[src/rtl/itor_pkg.sv]
// itor_pkg: shared types, constants and the Roman weight table for the
// integer-to-Roman encoder. No dependencies.
package itor_pkg;

  localparam int unsigned MaxThousands = 3;
  localparam int unsigned ValueW       = 12;
  localparam int unsigned IdxW         = 4;
  localparam int unsigned WeightW      = 10;

  // Largest value that still converts.
  localparam logic [ValueW:0] MaxValue = (ValueW + 1)'(MaxThousands * 1000 + 999);

  // Index of the last table entry (weight 1, 'I').
  localparam logic [IdxW-1:0] IdxLast = IdxW'(12);

  localparam logic [7:0] AsciiNone = 8'h00;
  localparam logic [7:0] AsciiM    = 8'h4D;
  localparam logic [7:0] AsciiD    = 8'h44;
  localparam logic [7:0] AsciiC    = 8'h43;
  localparam logic [7:0] AsciiL    = 8'h4C;
  localparam logic [7:0] AsciiX    = 8'h58;
  localparam logic [7:0] AsciiV    = 8'h56;
  localparam logic [7:0] AsciiI    = 8'h49;

  typedef struct packed {
    logic [WeightW-1:0] weight;
    logic [7:0]         sym_a;   // first (or only) character
    logic [7:0]         sym_b;   // second character of a subtractive pair
    logic               pair;
  } itor_entry_t;

  // Result of one compare/subtract step.
  typedef struct packed {
    logic              ge;
    logic [ValueW-1:0] diff;
    logic [7:0]        sym_a;
    logic [7:0]        sym_b;
    logic              pair;
  } itor_step_t;

  // Greedy table in descending weight order.
  function automatic itor_entry_t itor_entry(input logic [IdxW-1:0] idx);
    itor_entry_t e;
    e = '{weight: WeightW'(1), sym_a: AsciiI, sym_b: AsciiNone, pair: 1'b0};
    unique case (idx)
      4'd0:    e = '{WeightW'(1000), AsciiM, AsciiNone, 1'b0};
      4'd1:    e = '{WeightW'(900),  AsciiC, AsciiM,    1'b1};
      4'd2:    e = '{WeightW'(500),  AsciiD, AsciiNone, 1'b0};
      4'd3:    e = '{WeightW'(400),  AsciiC, AsciiD,    1'b1};
      4'd4:    e = '{WeightW'(100),  AsciiC, AsciiNone, 1'b0};
      4'd5:    e = '{WeightW'(90),   AsciiX, AsciiC,    1'b1};
      4'd6:    e = '{WeightW'(50),   AsciiL, AsciiNone, 1'b0};
      4'd7:    e = '{WeightW'(40),   AsciiX, AsciiL,    1'b1};
      4'd8:    e = '{WeightW'(10),   AsciiX, AsciiNone, 1'b0};
      4'd9:    e = '{WeightW'(9),    AsciiI, AsciiX,    1'b1};
      4'd10:   e = '{WeightW'(5),    AsciiV, AsciiNone, 1'b0};
      4'd11:   e = '{WeightW'(4),    AsciiI, AsciiV,    1'b1};
      default: e = '{WeightW'(1),    AsciiI, AsciiNone, 1'b0};
    endcase
    return e;
  endfunction

endpackage

[src/rtl/itor_step.sv]
// itor_step: shared compare/subtract unit; compares the remainder against
// one table weight. Depends on itor_pkg.
module itor_step import itor_pkg::*; (
  input  logic [ValueW-1:0] rem_i,
  input  logic [IdxW-1:0]   idx_i,
  output itor_step_t        step_o
);

  itor_entry_t       entry;
  logic [ValueW-1:0] weight_ext;

  assign entry      = itor_entry(idx_i);
  assign weight_ext = ValueW'(entry.weight);

  always_comb begin
    step_o.ge    = (rem_i >= weight_ext);
    step_o.diff  = rem_i - weight_ext;
    step_o.sym_a = entry.sym_a;
    step_o.sym_b = entry.sym_b;
    step_o.pair  = entry.pair;
  end

endmodule

[src/rtl/integer_to_roman_encoder.sv]
// integer_to_roman_encoder: top level, sequencer around one shared
// compare/subtract unit. Depends on itor_pkg and itor_step.
//
// Usage:
//   Input channel: drive value_i and raise start_i; the item is taken at a
//   rising edge where start_i is high and busy_o is low.
//   Result channel: each result is shown for one cycle with valid_o high:
//   symbol_o (ASCII char), last_o, empty_res_o, out_of_range_o. The
//   receiver cannot stall; every result must be taken in its cycle.
//   Zero and too-large values give one flagged result the cycle after the
//   item is taken, and busy_o stays low, so such items can come every cycle.
//   Other values: the sequencer walks a 13-entry weight table (M, CM, D,
//   CD, ... IV, I). Each cycle the shared unit compares the remainder to
//   one weight: a match emits a character and subtracts, a miss moves to
//   the next entry. A subtractive pair emits its first character in S_RUN
//   and its second in S_PAIR, which subtracts. busy_o stays high through
//   every character and skipped entry (3888 has the most: 15 characters).
//   The first result shows in the cycle after the first match; the last
//   result shows in the cycle where busy_o is low again, so the next item
//   can be taken at its end. No item is taken while busy_o is high.
//   Reset (rst_ni low, async) returns the sequencer to idle and drops
//   valid_o; an item in flight is lost.
module integer_to_roman_encoder import itor_pkg::*; (
  input  logic              clk_i,
  input  logic              rst_ni,
  input  logic              start_i,
  input  logic [ValueW-1:0] value_i,
  output logic              busy_o,
  output logic              valid_o,
  output logic [7:0]        symbol_o,
  output logic              last_o,
  output logic              empty_res_o,
  output logic              out_of_range_o
);

  typedef enum logic [2:0] {
    S_IDLE = 3'b001,
    S_RUN  = 3'b010,  // compare, emit single char or first of a pair
    S_PAIR = 3'b100   // emit second char of a pair and subtract
  } state_e;

  state_e            state_q, state_d;
  logic [ValueW-1:0] rem_q, rem_d;
  logic [IdxW-1:0]   idx_q, idx_d;
  logic              valid_q, valid_d;
  logic [7:0]        sym_q, sym_d;
  logic              last_q, last_d;
  logic              empty_q, empty_d;
  logic              oor_q, oor_d;

  logic              accept;
  logic              is_zero;
  logic              is_oor;
  itor_step_t        step;

  itor_step u_step (
    .rem_i  (rem_q),
    .idx_i  (idx_q),
    .step_o (step)
  );

  assign accept  = start_i && (state_q == S_IDLE);
  assign is_zero = (value_i == '0);
  assign is_oor  = ({1'b0, value_i} > MaxValue);

  always_comb begin
    state_d = state_q;
    rem_d   = rem_q;
    idx_d   = idx_q;
    valid_d = 1'b0;
    sym_d   = AsciiNone;
    last_d  = 1'b0;
    empty_d = 1'b0;
    oor_d   = 1'b0;

    unique case (state_q)
      S_IDLE: begin
        if (accept) begin
          if (is_zero || is_oor) begin
            valid_d = 1'b1;
            last_d  = 1'b1;
            empty_d = is_zero;
            oor_d   = is_oor;
          end else begin
            rem_d   = value_i;
            idx_d   = '0;
            state_d = S_RUN;
          end
        end
      end
      S_RUN: begin
        if (step.ge) begin
          valid_d = 1'b1;
          sym_d   = step.sym_a;
          if (step.pair) begin
            state_d = S_PAIR;
          end else begin
            rem_d = step.diff;
            if (step.diff == '0) begin
              last_d  = 1'b1;
              state_d = S_IDLE;
            end
          end
        end else if (idx_q != IdxLast) begin
          idx_d = idx_q + 1'b1;
        end
      end
      S_PAIR: begin
        valid_d = 1'b1;
        sym_d   = step.sym_b;
        rem_d   = step.diff;
        // a pair entry never repeats, so move on
        if (idx_q != IdxLast) begin
          idx_d = idx_q + 1'b1;
        end
        if (step.diff == '0) begin
          last_d  = 1'b1;
          state_d = S_IDLE;
        end else begin
          state_d = S_RUN;
        end
      end
      default: begin
        state_d = S_IDLE;
      end
    endcase
  end

  always_ff @(posedge clk_i or negedge rst_ni) begin
    if (!rst_ni) begin
      state_q <= S_IDLE;
      valid_q <= 1'b0;
      idx_q   <= '0;
    end else begin
      state_q <= state_d;
      valid_q <= valid_d;
      idx_q   <= idx_d;
    end
  end

  // payload, no reset needed
  always_ff @(posedge clk_i) begin
    rem_q   <= rem_d;
    sym_q   <= sym_d;
    last_q  <= last_d;
    empty_q <= empty_d;
    oor_q   <= oor_d;
  end

  assign busy_o         = (state_q != S_IDLE);
  assign valid_o        = valid_q;
  assign symbol_o       = sym_q;
  assign last_o         = last_q;
  assign empty_res_o    = empty_q;
  assign out_of_range_o = oor_q;

`ifndef SYNTH
  // flagged results carry no character and close the run
  a_flag_single: assert property (@(posedge clk_i) disable iff (!rst_ni)
    valid_o && (empty_res_o || out_of_range_o) |-> last_o && (symbol_o == AsciiNone))
    else $error("flagged result not a lone last result");

  // character results always carry a character
  a_char_nonzero: assert property (@(posedge clk_i) disable iff (!rst_ni)
    valid_o && !empty_res_o && !out_of_range_o |-> (symbol_o != AsciiNone))
    else $error("character result without character");

  // a convertible item starts the sequencer
  a_start_busy: assert property (@(posedge clk_i) disable iff (!rst_ni)
    start_i && !busy_o && !is_zero && !is_oor |=> busy_o)
    else $error("sequencer did not start");

  // the run ends exactly when the last character goes out
  a_last_idle: assert property (@(posedge clk_i) disable iff (!rst_ni)
    busy_o && valid_d && last_d |=> !busy_o && valid_o && last_o)
    else $error("run end and last result disagree");
`endif

endmodule

[config.mk]
export PLATFORM = sky130hd
export DESIGN_NAME = integer_to_roman_encoder
export DESIGN_NICKNAME = d
export VERILOG_FILES = /design/src/rtl/itor_pkg.sv /design/src/rtl/itor_step.sv /design/src/rtl/integer_to_roman_encoder.sv
export SDC_FILE = /design/constraint.sdc
export NUM_CORES = 1
export LEC_CHECK = 0
export BUFFER_PORTS_ARGS = -buffer_cell sky130_fd_sc_hd__buf_4
export CAP_MARGIN = 20
export CELL_PAD_IN_SITES_DETAIL_PLACEMENT = 1
export CELL_PAD_IN_SITES_GLOBAL_PLACEMENT = 1
export CORE_MARGIN = 2
export CORE_UTILIZATION = 47
export DETAILED_ROUTE_END_ITERATION = 16
export PLACE_DENSITY = 0.81
export SETUP_SLACK_MARGIN = 0.02
export SLEW_MARGIN = 20
export SYNTH_ARGS = -nofsm -noshare
export SYNTH_HDL_FRONTEND = slang
export SYNTH_SLANG_ARGS = --single-unit
[constraint.sdc]
create_clock -name clk_i -period 11.7 [get_ports clk_i]
set_clock_uncertainty 0.2 [all_clocks]
set_input_delay 1.755 -clock clk_i [delete_from_list [all_inputs] [get_ports clk_i]]
set_output_delay 1.755 -clock clk_i [all_outputs]
set_load 0.1 [all_outputs]
==> results.toml <==
[power]
p_sw_mw = 0.0482
intPower_mw = 0.163
ir_worst_vdd_uv = 48.6
power_mw = 0.211
switching_share_pct = 22.8
seqPwrFrac_pct = 49.6
power.leakage_nw = 1.14
clock_power_share_pct = 46.3
combPwrFrac_pct = 4.2
cellPowerDensity_mw_per_mm2 = 82.6

[sta]
tightest_slew_ps = 716
setup_viol = 0
rsz0062_at_grt = "false"
relSlewSlack_pct = 52.3
period_needed_ps = 4600
drv_slew = 0
fin_setup_tns_ps = 0
min_period_over_period_pct = 39.4
finalHoldViolCount = 0
max_freq_mhz = 217

[yosys]
syn_avg_cell_area_um2 = 8.27
synth_ff_type = "edfxtp_1"
synth_cells = 274
synthMuxAreaShare_pct = 1.49
ys_async_sr_fraction_pct = 27.6
synth_edf_count = 12
yosys.area.top_type = "edfxtp_1"
ys_ff_latch = 29
synth_xor_area_share_pct = 3.09
yosys.area.top_type_share_pct = 15.9
yosys_warnings = 0
ys_seq_area_share_pct = 32.7
synthAdderAreaFrac_pct = 10.8
synth_compound_area_share_pct = 23.7
syn_area_mm2 = 0.00227
synthSimpleGateAreaFrac_pct = 22.2
synth.distinct_cells = 56
yosys-top-cells-area = "edfxtp_1 16%, ha_1 9.9%, dfxtp_1 7.9%"
synth_top_family_by_area = "compound AO/OA/AOI/OAI gates"

[critical_path]
worstSetupStartpointType = "flip-flop"
worstPathCellList = "inv_1, ha_1, inv_1, nor2_1, a22o_1, fa_1, nand2b_1, a21oi_1, nor4_1, o41ai_2, a21oi_1, o31a_1, o21ai_2"
crit_fanout = 13
crit_path_top_delay_cell = "dfrtp_1"
required_ps = 11420
worstPathArrival_ps = 4330
cp_slowest_stage_delay_ps = 580
worstSetupPathType = "reg2reg"
end_kind = "flip-flop"

[cts]
cts_tree = "built"
htree_levels = 2
holdBufCountCts = 0
cts.path.max_buffers = 2
cts_sinks = 29
root_buffer = "clkbuf_8"
path_clk_slew_ps = 70
cts_setup_buffers = 0
cts_made_buffers = 5
clock_latency_ps = 290
cts.repair.resized = 0

[routing]
dr.pass1.iters = 4
routedWlPerCell_um = 17.6
routed_wl_mm = 6.04
viasPerCell = 6.02
vias = 2072
drtAntennaViolNets = 0
drt_iter0_drc = 129
drc = 0

[grt]
grt_max_degree = 23
met3_usage_pct = 5.49
grt_overflow = 0
grt.busiest_layer = "met2"
antenna_found_initial = 0
track_usage_pct = 24.1
grt_pass1_wl_mm = 9.91
use_met1_pct = 29.2
use_met2_pct = 42.7
grt_pass1_vias = 2117

[flow_run]
cap_violations = 0

[finish]
antennaDiodeCount = 0
final_net_count = 323
drive_above_1_share_pct = 15.9
area_delta_synth_final_pct = 13.0

[placed_design]
place_congestion = 0.824
dp_hpwl_mm = 4.62
place.port_buffers = 25

[floorplan]
die_w_um = 73.5
dieArea_mm2 = 0.00540
top_level_ports = 28
row_count = 25
start_util_pct = 48.3
core_mm2 = 0.00469
fp.dieH_um = 73.5

[worst_hold_path]
hp-class = "reg2reg"

[status]
outcome = "finished clean"
-- logic make-up after synthesis --
kind of cell / count (synthesis)
AO/OA/AOI/OAI: 80
other: 1
XOR/XNOR: 8
adder cells (fa/ha/maj): 19
buffers and inverters: 32
AND/OR/NAND/NOR: 102
multiplexers: 3
flip-flops: 29
-- worst paths after layout --
check                      slack [ps]          to  cells past startpoint        from
setup / recovery                 7100    rem_q[0]                     13    idx_q[0]
hold / removal                    490  state_q[1]                      2  state_q[0]
setup reg to reg                 7100    rem_q[0]                     13    idx_q[0]
hold reg to reg                   490  state_q[1]                      2  state_q[0]
max in group asynchronous       10020  state_q[0]                      1      rst_ni
min in group asynchronous        1070    idx_q[2]                      1      rst_ni
-- layer usage --
metal	wire (um)	part of all wire [%]
met1	2750	45
met2	3010	50
met3	225	3.7
met4	55	0.91
met5	0	0
-- state kept, by name, summed over array words and instances, names as in the netlist --
| name | count |
|---|---|
| valid_o | 1 |
| symbol_o | 6 |
| idx_q | 4 |
| empty_res_o | 1 |
| state_q | 3 |
| out_of_range_o | 1 |
| last_o | 1 |
| rem_q | 12 |
-- synthesized netlist by cell type, types with 2 or more instances --
library cell	number
a22oi_1	2
o2bb2ai_1	3
a31oi_1	2
or3_1	3
and3_1	4
edfxtp_1	12
a21o_1	2
buf_2	2
o22ai_1	3
inv_1	14
dfrtp_1	7
nand3_1	10
nand2b_1	5
mux2_2	3
buf_4	2
o21ai_1	5
or2_2	2
nor2b_1	4
clkbuf_1	12
a22o_1	2
nand2_1	37
xnor2_1	7
o21ai_0	18
nor4_1	7
nor2_1	17
nor3_1	8
a21oi_1	20
and2_1	2
a211oi_1	5
ha_1	18
o2111a_1	2
o31ai_1	2
dfxtp_1	9
-- metrics by stage --
step / worst slack, ps / area, um2 / cells / hold slack (ps) / util, %
after floorplan: 7330 / 2270 / 275 / 413 / -
after global placement: 6920 / 2450 / 336 / 468 / 52.2
after detailed placement: 6790 / 2450 / 336 / 484 / 52.2
after CTS: 6730 / 2560 / 344 / 504 / 54.5
after global routing: 6760 / 2560 / 344 / 538 / 54.6
final: 7100 / 2560 / 344 / 488 / 54.6
-- cells in the final DEF, fill, tap and decap left out, types with 7 or more instances in the layout --
cell | Yosys | final
nand2_1 | 37 | 37
buf_4 | 2 | 25
a21oi_1 | 20 | 20
o21ai_0 | 18 | 18
ha_1 | 18 | 18
nor2_1 | 17 | 17
inv_1 | 14 | 14
edfxtp_1 | 12 | 12
nand3_1 | 10 | 10
dfxtp_1 | 9 | 9
nor3_1 | 8 | 8
nor4_1 | 7 | 7
xnor2_1 | 7 | 7
dfrtp_1 | 7 | 7
-- area by class of cell --
type	count	area [um2]
Fill cell	590	2130
Tap cell	54	67.6
Timing Repair Buffer	25	188
Clock buffer	6	93.8
Sequential cell	29	742
Inverter	14	52.6
Clock inverter	2	16.3
Multi-Input combinational cell	214	1400
-- power by group through the flow --
stage	registers, mW	clock network (mW)	logic [mW]
global route	0.105	0.105	0.00958
detailed placement	0.107	0	0.00883
global placement	0.107	0	0.00862
finish	0.105	0.0978	0.00881
floorplan	0.107	0	0.00396
CTS	0.105	0.101	0.00885
-- critical path, delay by kind of cell (launching register included) --
kind,cells,cell delay [ps]
compound gates,6,1980
simple gates,3,360
fa+ha+maj,2,790
buf+inv,2,320
flops,1,580
No activity file was read; power rests on OpenSTA's default activity.
